$ cat src/rtl/fitu_pkg.sv
// fitu_pkg: shared types, opcodes and fixed-point constants for the inverse trig unit.
// Used by every module of the unit and by its checker; no dependencies.
package fitu_pkg;

   // Fixed-point formats
   localparam int FRAC_BITS   = 16;               // operand/result fraction bits
   localparam int WF          = 30;               // internal angle fraction bits
   localparam int VW          = WF + 1;           // width of Q30 values up to 1.0
   localparam int ROUND_SHIFT = WF - FRAC_BITS;
   localparam int ONE_Q       = 1 << FRAC_BITS;
   localparam logic [VW-1:0] ONE_W = VW'(1) << WF;

   // Angle constants in Q30
   localparam logic [31:0] PI_W   = 32'd3373259426;
   localparam logic [31:0] PI2_W  = PI_W >> 1;
   localparam logic [31:0] PI4_W  = PI_W >> 2;
   localparam logic [28:0] K309_W = 29'd331786224;

   // Chain lengths and total latency from request to result
   localparam int SQ_STEPS   = 32;
   localparam int DIV_STEPS  = WF + 1;
   localparam int PIPE_DEPTH = SQ_STEPS + DIV_STEPS + 7;

   // Reset values of the control registers
   localparam logic [16:0] EPS_RESET     = 17'd66;
   localparam logic [18:0] ACOS_M1_RESET = 19'd205887;

   typedef enum logic [2:0] {
      OP_ATAN2  = 3'd0,
      OP_ASIN   = 3'd1,
      OP_ACOS   = 3'd2,
      OP_SQRT   = 3'd3,
      OP_LEN2D  = 3'd4,
      OP_LEN3D  = 3'd5
   } op_type;

   typedef enum logic [1:0] {
      ACOS_CALC,
      ACOS_AT_M1,
      ACOS_ZERO
   } acos_type;

   typedef enum logic [0:0] {
      CSR_EPSILON = 1'b0,
      CSR_ACOS_M1 = 1'b1
   } csr_type;

   // Per-request context that travels down the chains
   typedef struct packed {
      logic        valid;
      op_type      op;
      logic        a_neg;
      logic        b_neg;
      logic        neg;
      logic        xneg;
      logic        zero;
      logic        swapped;
      acos_type    acos;
      logic [31:0] amag;
      logic [31:0] bmag;
      logic [31:0] rootv;
   } ctx_type;

   // One square-root lane: radicand still to consume, partial remainder and root
   typedef struct packed {
      logic [63:0] rad;
      logic [33:0] rem;
      logic [31:0] root;
   } sq_lane_type;

   // One divider lane: partial remainder, divisor and quotient so far
   typedef struct packed {
      logic [32:0]   rem;
      logic [31:0]   hi;
      logic [VW-1:0] q;
   } div_lane_type;

endpackage

$ cat src/rtl/fitu_sqrt_cell.sv
// fitu_sqrt_cell: one digit step of two floor square roots, plus the request context.
// Depends on fitu_pkg.
module fitu_sqrt_cell
   import fitu_pkg::*;
(
   input  logic                  clock,
   input  logic                  reset,
   input  ctx_type               up_ctx,
   input  sq_lane_type [1:0]     up_lane,
   output ctx_type               dn_ctx,
   output sq_lane_type [1:0]     dn_lane
);

   ctx_type           ctx_ff;
   sq_lane_type [1:0] lane_ff, lane_in;
   logic [35:0]       cur  [2];
   logic [35:0]       trial[2];

   // Bring down two radicand bits and try the next root bit
   always_comb begin
      for (int k = 0; k < 2; k++) begin
         cur[k]   = {up_lane[k].rem, up_lane[k].rad[63:62]};
         trial[k] = {2'b00, up_lane[k].root, 2'b01};
         lane_in[k].rad = {up_lane[k].rad[61:0], 2'b00};
         if (cur[k] >= trial[k]) begin
            lane_in[k].rem  = 34'(cur[k] - trial[k]);
            lane_in[k].root = {up_lane[k].root[30:0], 1'b1};
         end else begin
            lane_in[k].rem  = cur[k][33:0];
            lane_in[k].root = {up_lane[k].root[30:0], 1'b0};
         end
      end
   end

   always_ff @(posedge clock) begin
      if (reset) begin
         ctx_ff.valid <= 1'b0;
      end else begin
         ctx_ff.valid <= up_ctx.valid;
      end
   end

   always_ff @(posedge clock) begin
      ctx_ff[$bits(ctx_type)-2:0] <= up_ctx[$bits(ctx_type)-2:0];
      lane_ff                     <= lane_in;
   end

   assign dn_ctx  = ctx_ff;
   assign dn_lane = lane_ff;

endmodule

$ cat config.mk
export PLATFORM = sky130hd
export DESIGN_NAME = fitu_sqrt_cell
export DESIGN_NICKNAME = d
export VERILOG_FILES = /design/src/rtl/fitu_pkg.sv /design/src/rtl/fitu_sqrt_cell.sv
export SDC_FILE = /design/constraint.sdc
export NUM_CORES = 1
export LEC_CHECK = 0
export ABC_AREA = 1
export BUFFER_PORTS_ARGS = -buffer_cell sky130_fd_sc_hd__buf_2
export CORE_AREA = 8 8 278 280
export CTS_CLUSTER_SIZE = 25
export DETAILED_ROUTE_END_ITERATION = 12
export DIE_AREA = 0 0 286 288
export PLACE_DENSITY = 0.47
export SLEW_MARGIN = 20
export SYNTH_ARGS = -nofsm -noshare
export SYNTH_HDL_FRONTEND = slang
export SYNTH_SLANG_ARGS = --single-unit
$ cat constraint.sdc
create_clock -name clock -period 4.9 [get_ports clock]
set_input_delay 0.49 -clock clock [delete_from_list [all_inputs] [get_ports clock]]
set_output_delay 0.49 -clock clock [all_outputs]
set_load 0.02 [all_outputs]
==> metrics.yaml <==
synthesis:
  syn_area_sq_um: 13400
  ys_ff_latch: 364
  synth.avg_cell_area_sq_um: 8.09
  ys_types: 28
  synth_edf_count: 0
  synth_cells: 1658
  ys_seq_area_share_pct: 54.3
  synth.most_common_cell: "nand2_1"
  synth_warnings: 0
  netlist.top_cell.by_area: "dfxtp_1"
  synth_top_area_share_pct: 54.3
  synthTopCellsByArea: "dfxtp_1 (54%), nand2_1 (16%), inv_1 (7.8%), ha_1 (6.3%), nand3_1 (2.9%)"
  synth-async-reset-ratio_pct: 0
  ys.flop_type: "dfxtp_1"
  yosys-top-cells-count: "nand2_1 (563), dfxtp_1 (364), inv_1 (279)"
drt:
  drt_iter0_markers: 645
  antenna_left: 0
  post-route-drc-count: 0
  dr.pass1.iters: 5
  vias: 13759
  via_per_inst: 3.78
  wirelength_mm: 59.6
  avgRoutedWirePerCell_microns: 16.4
sta:
  hold_slack_ns: 0.0433
  worst_pin_slew_ns: 0.697
  relSlewSlack_pct: 53.1
  fmax_mhz: 348
  setup_viol: 0
  rsz0062_at_grt: "no"
  slew_viol_final: 0
  fin_tns_setup_ns: 0
  hold_viol_final: 0
  fin_crit_sh_pct: 58.7
  min_period_ns: 2.88
global_route:
  grt_pass1_wl_mm: 87.3
  grt_max_degree: 38
  grt_pass1_vias: 14351
  groute.usage.overall_pct: 13.5
  antenna_found_initial: 11
  grt.overflow.total: 0
cts:
  cts.sinks: 364
  cts_buffer_depth: 3
  cts-root-buf: "clkbuf_16"
  clk_pin_slew_ns: 0.06
  post-cts-setup-buffers: 0
  cts_resized: 0
  cts-hold-fix-buffers: 223
  numCtsBuffers: 41
  cts.htree.levels: 2
  cts_tree: "built"
floorplan:
  rows: 99
  die-area_sq_um: 82400
  initial_utilization_pct: 18.5
  io_pins: 738
  fp.dieW_microns: 286
  core_sq_um: 72600
  die_y_microns: 288
setup_path:
  critPathTopFamily: "simple AND/OR/NAND/NOR gates"
  critPathKind: "input pin to flip-flop"
  cp_max_fo: 37
  path_depth: 15
  worstPathBufferInverterCount: 4
  endpoint_kind: "flip-flop"
  crit_top_cell: "nand2_1"
  max_stage_delay_ns: 0.52
  path_cells: "dlygate4sd3_1 -> buf_2 -> inv_1 -> ha_1 -> nand3_1 -> nand3_1 -> nand3_1 -> nand3_2 -> nand2_1 -> nand2_1 -> nand2_1 -> nand2_4 -> inv_4 -> nand2_1 -> nand2_1"
  required_ns: 5.40
  cp-start-kind: "input pin"
  cp.arrival_ns: 3.37
  cp_slowest_cell: "dlygate4sd3_1"
final_layout:
  nets: 3082
  drive_gt1_share_pct: 31.3
  area_growth_syn_to_layout_pct: 62.9
job:
  cap_violations: 0
worst_hold_path:
  hold_depth: 1
  hp-class: "input pin to flip-flop"
status:
  outcome: "finished, final reports clean"
power:
  leakage_nw: 11.7
  p_total_mw: 8.29
  power_density_nw_per_um2: 379
  ir_drop_uv: 316
place:
  dpl.hpwl_mm: 48.7
  io_buffers: 733
  gp_congestion: 0.872
-- sequential cells by signal, summed over array words and instances, names as in the netlist --
register,count
dn_lane,256
dn_ctx,108
-- routing by layer --
metal  wire [microns]  share of wire [%]  vias to the layer above  GRT usage, %
li1                 -                  -                     6998             -
met1            24000                 40                     6200          15.8
met2            29600                 50                      478          24.1
met3             4610                7.7                       77          3.86
met4             1290                2.2                        6          3.69
met5               40              0.067                        -             0
-- where the power goes --
group          switching (mW)  internal, mW  leakage [nW]  total [mW]
Sequential             0.0668          3.21          3.07        3.27
Combinational            1.07         0.633          7.94        1.70
Clock                    1.28          2.03         0.716        3.31
-- path summary, 6_finish.rpt --
kind	from	end	slack, ns
setup / recovery	up_lane[130]	dn_lane[192]	2.02
hold / removal	up_lane[223]	dn_lane[225]	0.04
-- cells by family (layout without fill, tap and decap cells) --
kind of cell / Yosys count / after routing / synth area share, %
other: 1 / 9 / 0.0279
AND/OR/NAND/NOR: 808 / 808 / 24.7
adder cells (fa/ha/maj): 68 / 68 / 6.34
flip-flops: 364 / 364 / 54.3
AO/OA/AOI/OAI: 83 / 83 / 3.25
buffers and inverters: 298 / 1311 / 9.02
XOR/XNOR: 36 / 36 / 2.35
-- cells in the final DEF, fill, tap and decap left out, types with 3 or more instances in the layout --
| cell | n |
|---|---|
| buf_2 | 733 |
| nand2_1 | 563 |
| dfxtp_1 | 364 |
| inv_1 | 279 |
| dlygate4sd3_1 | 223 |
| nor2_1 | 101 |
| nand3_1 | 79 |
| ha_1 | 68 |
| a21oi_1 | 51 |
| clkbuf_16 | 41 |
| xor2_1 | 31 |
| o21ai_0 | 24 |
| nand2_2 | 15 |
| nand4_1 | 12 |
| nor2_2 | 11 |
| clkbuf_8 | 11 |
| nor3_1 | 8 |
| nand3b_1 | 8 |
| o21bai_1 | 7 |
| bufinv_16 | 6 |
| diode_2 | 5 |
| and2_1 | 5 |
| xnor2_1 | 5 |
| clkbuf_1 | 5 |
| conb_1 | 4 |
| clkinv_2 | 3 |
-- final cells by class --
type,count,area (sq um)
sequential,364,7290
multi-input combinational,999,4930
fill,7780,50700
timing repair buffer,956,5900
tap,959,1200
inverter,282,1060
clock inverter,16,272
antenna,5,12.5
clock buffer,57,1200
-- through the flow --
stage               setup WS [ns]  cells  area (sq um)  utilization [%]
detailed placement           2.01   3337         18200             25.0
finish                       2.02   3638         21900             30.1
floorplan                    2.90   1661         13400                -
global route                 1.75   3635         21900             30.1
global placement             2.01   3337         18200             25.0
CTS                          2.08   3633         21900             30.1
Power figures use the tool's default switching activity.
