--- config.mk ---
export PLATFORM = sky130hd
export DESIGN_NAME = fitu_div_cell
export DESIGN_NICKNAME = d
export VERILOG_FILES = /design/src/rtl/fitu_pkg.sv /design/src/rtl/fitu_div_cell.sv
export SDC_FILE = /design/constraint.sdc
export NUM_CORES = 1
export LEC_CHECK = 0
export ABC_AREA = 0
export BUFFER_PORTS_ARGS = -buffer_cell sky130_fd_sc_hd__buf_2
export CORE_AREA = 4 4 157 159
export CTS_BUF_LIST = sky130_fd_sc_hd__clkbuf_8
export DETAILED_ROUTE_END_ITERATION = 12
export DIE_AREA = 0 0 161 163
export PLACE_DENSITY_LB_ADDON = 0.1
export SYNTH_ARGS = -nofsm -noshare
export SYNTH_HDL_FRONTEND = slang
export SYNTH_SLANG_ARGS = --single-unit
--- constraint.sdc ---
create_clock -name clock -period 2.8 [get_ports clock]
set_input_delay 0.28 -clock clock [delete_from_list [all_inputs] [get_ports clock]]
set_output_delay 0.28 -clock clock [all_outputs]
set_load 0.02 [all_outputs]
--- src/rtl/fitu_pkg.sv ---
// fitu_pkg: shared types, opcodes and fixed-point constants for the inverse trig unit.
// Used by every module of the unit and by its checker; no dependencies.
package fitu_pkg;

   // Fixed-point formats
   localparam int FRAC_BITS   = 16;               // operand/result fraction bits
   localparam int WF          = 30;               // internal angle fraction bits
   localparam int VW          = WF + 1;           // width of Q30 values up to 1.0
   localparam int ROUND_SHIFT = WF - FRAC_BITS;
   localparam int ONE_Q       = 1 << FRAC_BITS;
   localparam logic [VW-1:0] ONE_W = VW'(1) << WF;

   // Angle constants in Q30
   localparam logic [31:0] PI_W   = 32'd3373259426;
   localparam logic [31:0] PI2_W  = PI_W >> 1;
   localparam logic [31:0] PI4_W  = PI_W >> 2;
   localparam logic [28:0] K309_W = 29'd331786224;

   // Chain lengths and total latency from request to result
   localparam int SQ_STEPS   = 32;
   localparam int DIV_STEPS  = WF + 1;
   localparam int PIPE_DEPTH = SQ_STEPS + DIV_STEPS + 7;

   // Reset values of the control registers
   localparam logic [16:0] EPS_RESET     = 17'd66;
   localparam logic [18:0] ACOS_M1_RESET = 19'd205887;

   typedef enum logic [2:0] {
      OP_ATAN2  = 3'd0,
      OP_ASIN   = 3'd1,
      OP_ACOS   = 3'd2,
      OP_SQRT   = 3'd3,
      OP_LEN2D  = 3'd4,
      OP_LEN3D  = 3'd5
   } op_type;

   typedef enum logic [1:0] {
      ACOS_CALC,
      ACOS_AT_M1,
      ACOS_ZERO
   } acos_type;

   typedef enum logic [0:0] {
      CSR_EPSILON = 1'b0,
      CSR_ACOS_M1 = 1'b1
   } csr_type;

   // Per-request context that travels down the chains
   typedef struct packed {
      logic        valid;
      op_type      op;
      logic        a_neg;
      logic        b_neg;
      logic        neg;
      logic        xneg;
      logic        zero;
      logic        swapped;
      acos_type    acos;
      logic [31:0] amag;
      logic [31:0] bmag;
      logic [31:0] rootv;
   } ctx_type;

   // One square-root lane: radicand still to consume, partial remainder and root
   typedef struct packed {
      logic [63:0] rad;
      logic [33:0] rem;
      logic [31:0] root;
   } sq_lane_type;

   // One divider lane: partial remainder, divisor and quotient so far
   typedef struct packed {
      logic [32:0]   rem;
      logic [31:0]   hi;
      logic [VW-1:0] q;
   } div_lane_type;

endpackage

--- src/rtl/fitu_div_cell.sv ---
// fitu_div_cell: one restoring step of the octant ratio division, plus the request context.
// Depends on fitu_pkg.
module fitu_div_cell
   import fitu_pkg::*;
(
   input  logic          clock,
   input  logic          reset,
   input  ctx_type       up_ctx,
   input  div_lane_type  up_lane,
   output ctx_type       dn_ctx,
   output div_lane_type  dn_lane
);

   ctx_type      ctx_ff;
   div_lane_type lane_ff, lane_in;
   logic [32:0]  diff;
   logic         take;

   // Compare against the divisor, subtract on success, shift for the next bit
   always_comb begin
      take         = up_lane.rem >= {1'b0, up_lane.hi};
      diff         = take ? (up_lane.rem - {1'b0, up_lane.hi}) : up_lane.rem;
      lane_in.rem  = {diff[31:0], 1'b0};
      lane_in.hi   = up_lane.hi;
      lane_in.q    = {up_lane.q[VW-2:0], take};
   end

   always_ff @(posedge clock) begin
      if (reset) begin
         ctx_ff.valid <= 1'b0;
      end else begin
         ctx_ff.valid <= up_ctx.valid;
      end
   end

   always_ff @(posedge clock) begin
      ctx_ff[$bits(ctx_type)-2:0] <= up_ctx[$bits(ctx_type)-2:0];
      lane_ff                     <= lane_in;
   end

   assign dn_ctx  = ctx_ff;
   assign dn_lane = lane_ff;

endmodule

==> summary.txt <==
Post-route antenna net violation count: 0
Post-synth top area share: 0.646
Synth Area per Inst: 11.4 µm²
Max-cap violation count: 0
Seq/Total Area, Yosys: 0.646
Final setup fails: 0
Largest net degree at the start of global routing: 23
Crit Path Category: in2reg
WP data arrival: 3090 ps
Routed WL: 26300 µm
CTS HTree Levels: 2
Worst setup startpoint: up_lane[35]
Overflow after GRT: 0
Drt drc: 0
Simple-Gate Fraction of Synth Area: 0.0750
Root Buffer: clkbuf_8
CTS Buf Count: 37
Share of post-route cells with drive strength above 1: 0.440
Synth warnings: 0
Mux share of post-synthesis cell area: 0.0195
Hold Path Origin: up_lane[85]
Initial Util: 0.270
Data required, critical path: 3190 ps
Adder-Cell Fraction of Synth Area: 0.0668
DR iter-0 viols: 208
WL per Instance: 16.8 µm
Fin Setup TNS: 0 ps
Drt pass-1 iters: 6
Period utilization: 0.964
Asr flop ratio synth: 0
# rows: 56
Fmax: 0.370 GHz
Initial antenna violation count: 11
First-pass GRT wire length: 39100 µm
Post-synth EDFFs: 0
Top FF cell, synth: dfxtp_1
Slew @ Worst Pin: 500 ps
Global Route Usage Sum: 0.190
Fin. Hold Viols: 0
Post-Syn Instances: 551
XOR/XNOR Fraction of Synth Area: 0.0376
Placed Instances: 1310
Max Root-Sink Buffers: 3
Top layer in use: met5
Period minus WS final: 2700 ps
Largest family of logic cells by synthesized area: compound AO/OA/AOI/OAI gates
Clk sink count: 203
Placeable Area: 23300 µm²
Via density per instance: 4.12
P per Cell Area: 628 nW/µm²
Crit. End Element: flop
Fin. max-slew vios: 0
Crit path launch type: primary input
Post-synthesis compound-gate area fraction: 0.116
TritonCTS clock tree: yes
Total Die Area: 26200 µm²
Detail Placement HPWL: 19900 µm
CP max FO: 11
Vias in the first global route: 7136
Slew Limit Headroom: 0.666
Cells taking the most area after synthesis: dfxtp_1, ha_1, a21oi_1
Routed vias: 6464
WL met2: 13700 µm
Netlist cell types: 49
Worst hold margin: 37.5 ps
Net Count, Synth: 790
Yosys reg bits: 203
Cell Area, Synth: 6290 µm²
Die Y: 163 µm
Area growth syn-to-layout: 87.6%
Post-Layout Cell Count: 1569
Nets@finish: 1458
Biggest area consumer among synthesized cells: dfxtp_1
Met3 WL: 1930 µm
Worst hold path class: in2reg
Width of the die: 161 µm
Clock slew at reported path FFs: 60 ps
GPL Wtd Cong: 0.852
Hold Path Stages: 3
WL met1: 9950 µm
Maximum vdd ir drop: 0.353 mV
PortBufs: 407
Worst Hold Path EP: dn_lane[86]
Static Leak: 5.82 nW
Status: finished clean
I/O pins: 410
layer usage:
metal  global-route usage  up-vias
met4               0.0717        2
met1                0.206     2935
met5                    0        -
met3               0.0562       62
met2                0.351      248
li1                     -     3217
metrics by stage:
stage / worst slack (ps) / area (µm²) / total power, W / util
2_1_floorplan: 0.823 / 6460 / 0.00404 / -
3_3_place_gp: -219 / 9150 / 0.00464 / 0.393
3_5_place_dp: -289 / 9150 / 0.00464 / 0.393
4_1_cts: 19.6 / 11700 / 0.00748 / 0.501
5_1_grt: -1.44 / 11800 / 0.00780 / 0.507
6_report: 100 / 11800 / 0.00741 / 0.507
how the worst max path moves through the flow:
stage               slack [ps]     endpoint  cells after the start
finish                     100  dn_lane[68]                     13
global route                -1  dn_lane[71]                     14
CTS                         20  dn_lane[88]                     14
detailed placement        -290  dn_lane[94]                     13
global placement          -220  dn_lane[94]                     13
floorplan                  0.8  dn_lane[77]                     12
critical path: stages:
cell           delay (ps)
dlygate4sd3_1         530
buf_2                 110
inv_1                  60
ha_4                  290
nand3_2                70
o21bai_1              210
a21oi_2               170
nor3_2                 70
a211oi_2              280
o21ai_2               110
o31ai_4               350
buf_12                190
mux2_2                340
cells in the mapped netlist, types with 2 or more instances:
cell type / count
a211oi_1: 3
a21o_1: 12
a21oi_1: 56
a2bb2oi_1: 2
a31oi_1: 5
and2_1: 2
and4_1: 2
buf_2: 8
buf_4: 4
clkbuf_1: 6
dfxtp_1: 203
ha_1: 32
inv_1: 38
mux2_1: 4
mux2_2: 6
nand2_1: 26
nand2b_1: 3
nand3_1: 8
nand4_1: 8
nor2_1: 35
nor2b_1: 4
nor3_1: 2
nor4_1: 4
o211ai_1: 4
o21a_1: 6
o21ai_0: 16
o21bai_1: 3
o22ai_1: 2
or4_1: 2
xnor2_1: 15
xor2_1: 12
logic make-up after synthesis:
logic type	Yosys count
other	1
XOR/XNOR	27
AO/OA/AOI/OAI	119
flip-flops	203
adder cells (fa/ha/maj)	33
multiplexers	11
buffers and inverters	57
AND/OR/NAND/NOR	100
final cells by class:
class / instances / area, µm²
diodes: 10 / 25.0
clock buffers: 41 / 564
clock inverters: 19 / 108
fillers: 2203 / 11500
inverters: 38 / 150
multi-input cells: 291 / 2150
flip-flops and latches: 203 / 4060
well taps: 319 / 399
repair buffers: 648 / 4340
flip-flops by register name, summed over array words and instances, names as in the netlist:
| name | cells |
|---|---|
| dn_lane | 95 |
| dn_ctx | 108 |
report_power, final:
part | total [W] | internal (W) | switching, W
clock network | 0.00259 | 0.00142 | 0.00117
registers | 0.00318 | 0.00313 | 0.0000583
logic | 0.00164 | 0.000762 | 0.000879
total | 0.00741 | 0.00531 | 0.00210
placed cells by master, fill, tap and decap left out, types with 3 or more instances in the layout:
cell and count:
a211oi_1 3, a21o_1 12, a21oi_1 54, a31oi_1 3, buf_2 407, buf_4 54
clkbuf_8 41, dfxtp_1 203, diode_2 10, dlygate4sd3_1 184, ha_1 25, ha_4 7
inv_1 48, inv_2 3, mux2_2 6, mux2_4 4, nand2_1 25, nand2b_1 3
nand3_1 7, nand4_1 8, nor2_1 35, nor2b_1 4, o211ai_1 4, o21a_1 6
o21ai_0 16, o21bai_1 3, xnor2_1 15, xor2_1 12
timing repair:
action | 4_1_cts | 5_1_grt
buffers inserted | 0 | 4
gates resized for setup | 0 | 9
hold endpoints to repair | 183 | 0
hold buffers | 184 | 0
setup endpoints to repair | 0 | 30
Note: power is estimated with default switching activity, not from simulation.
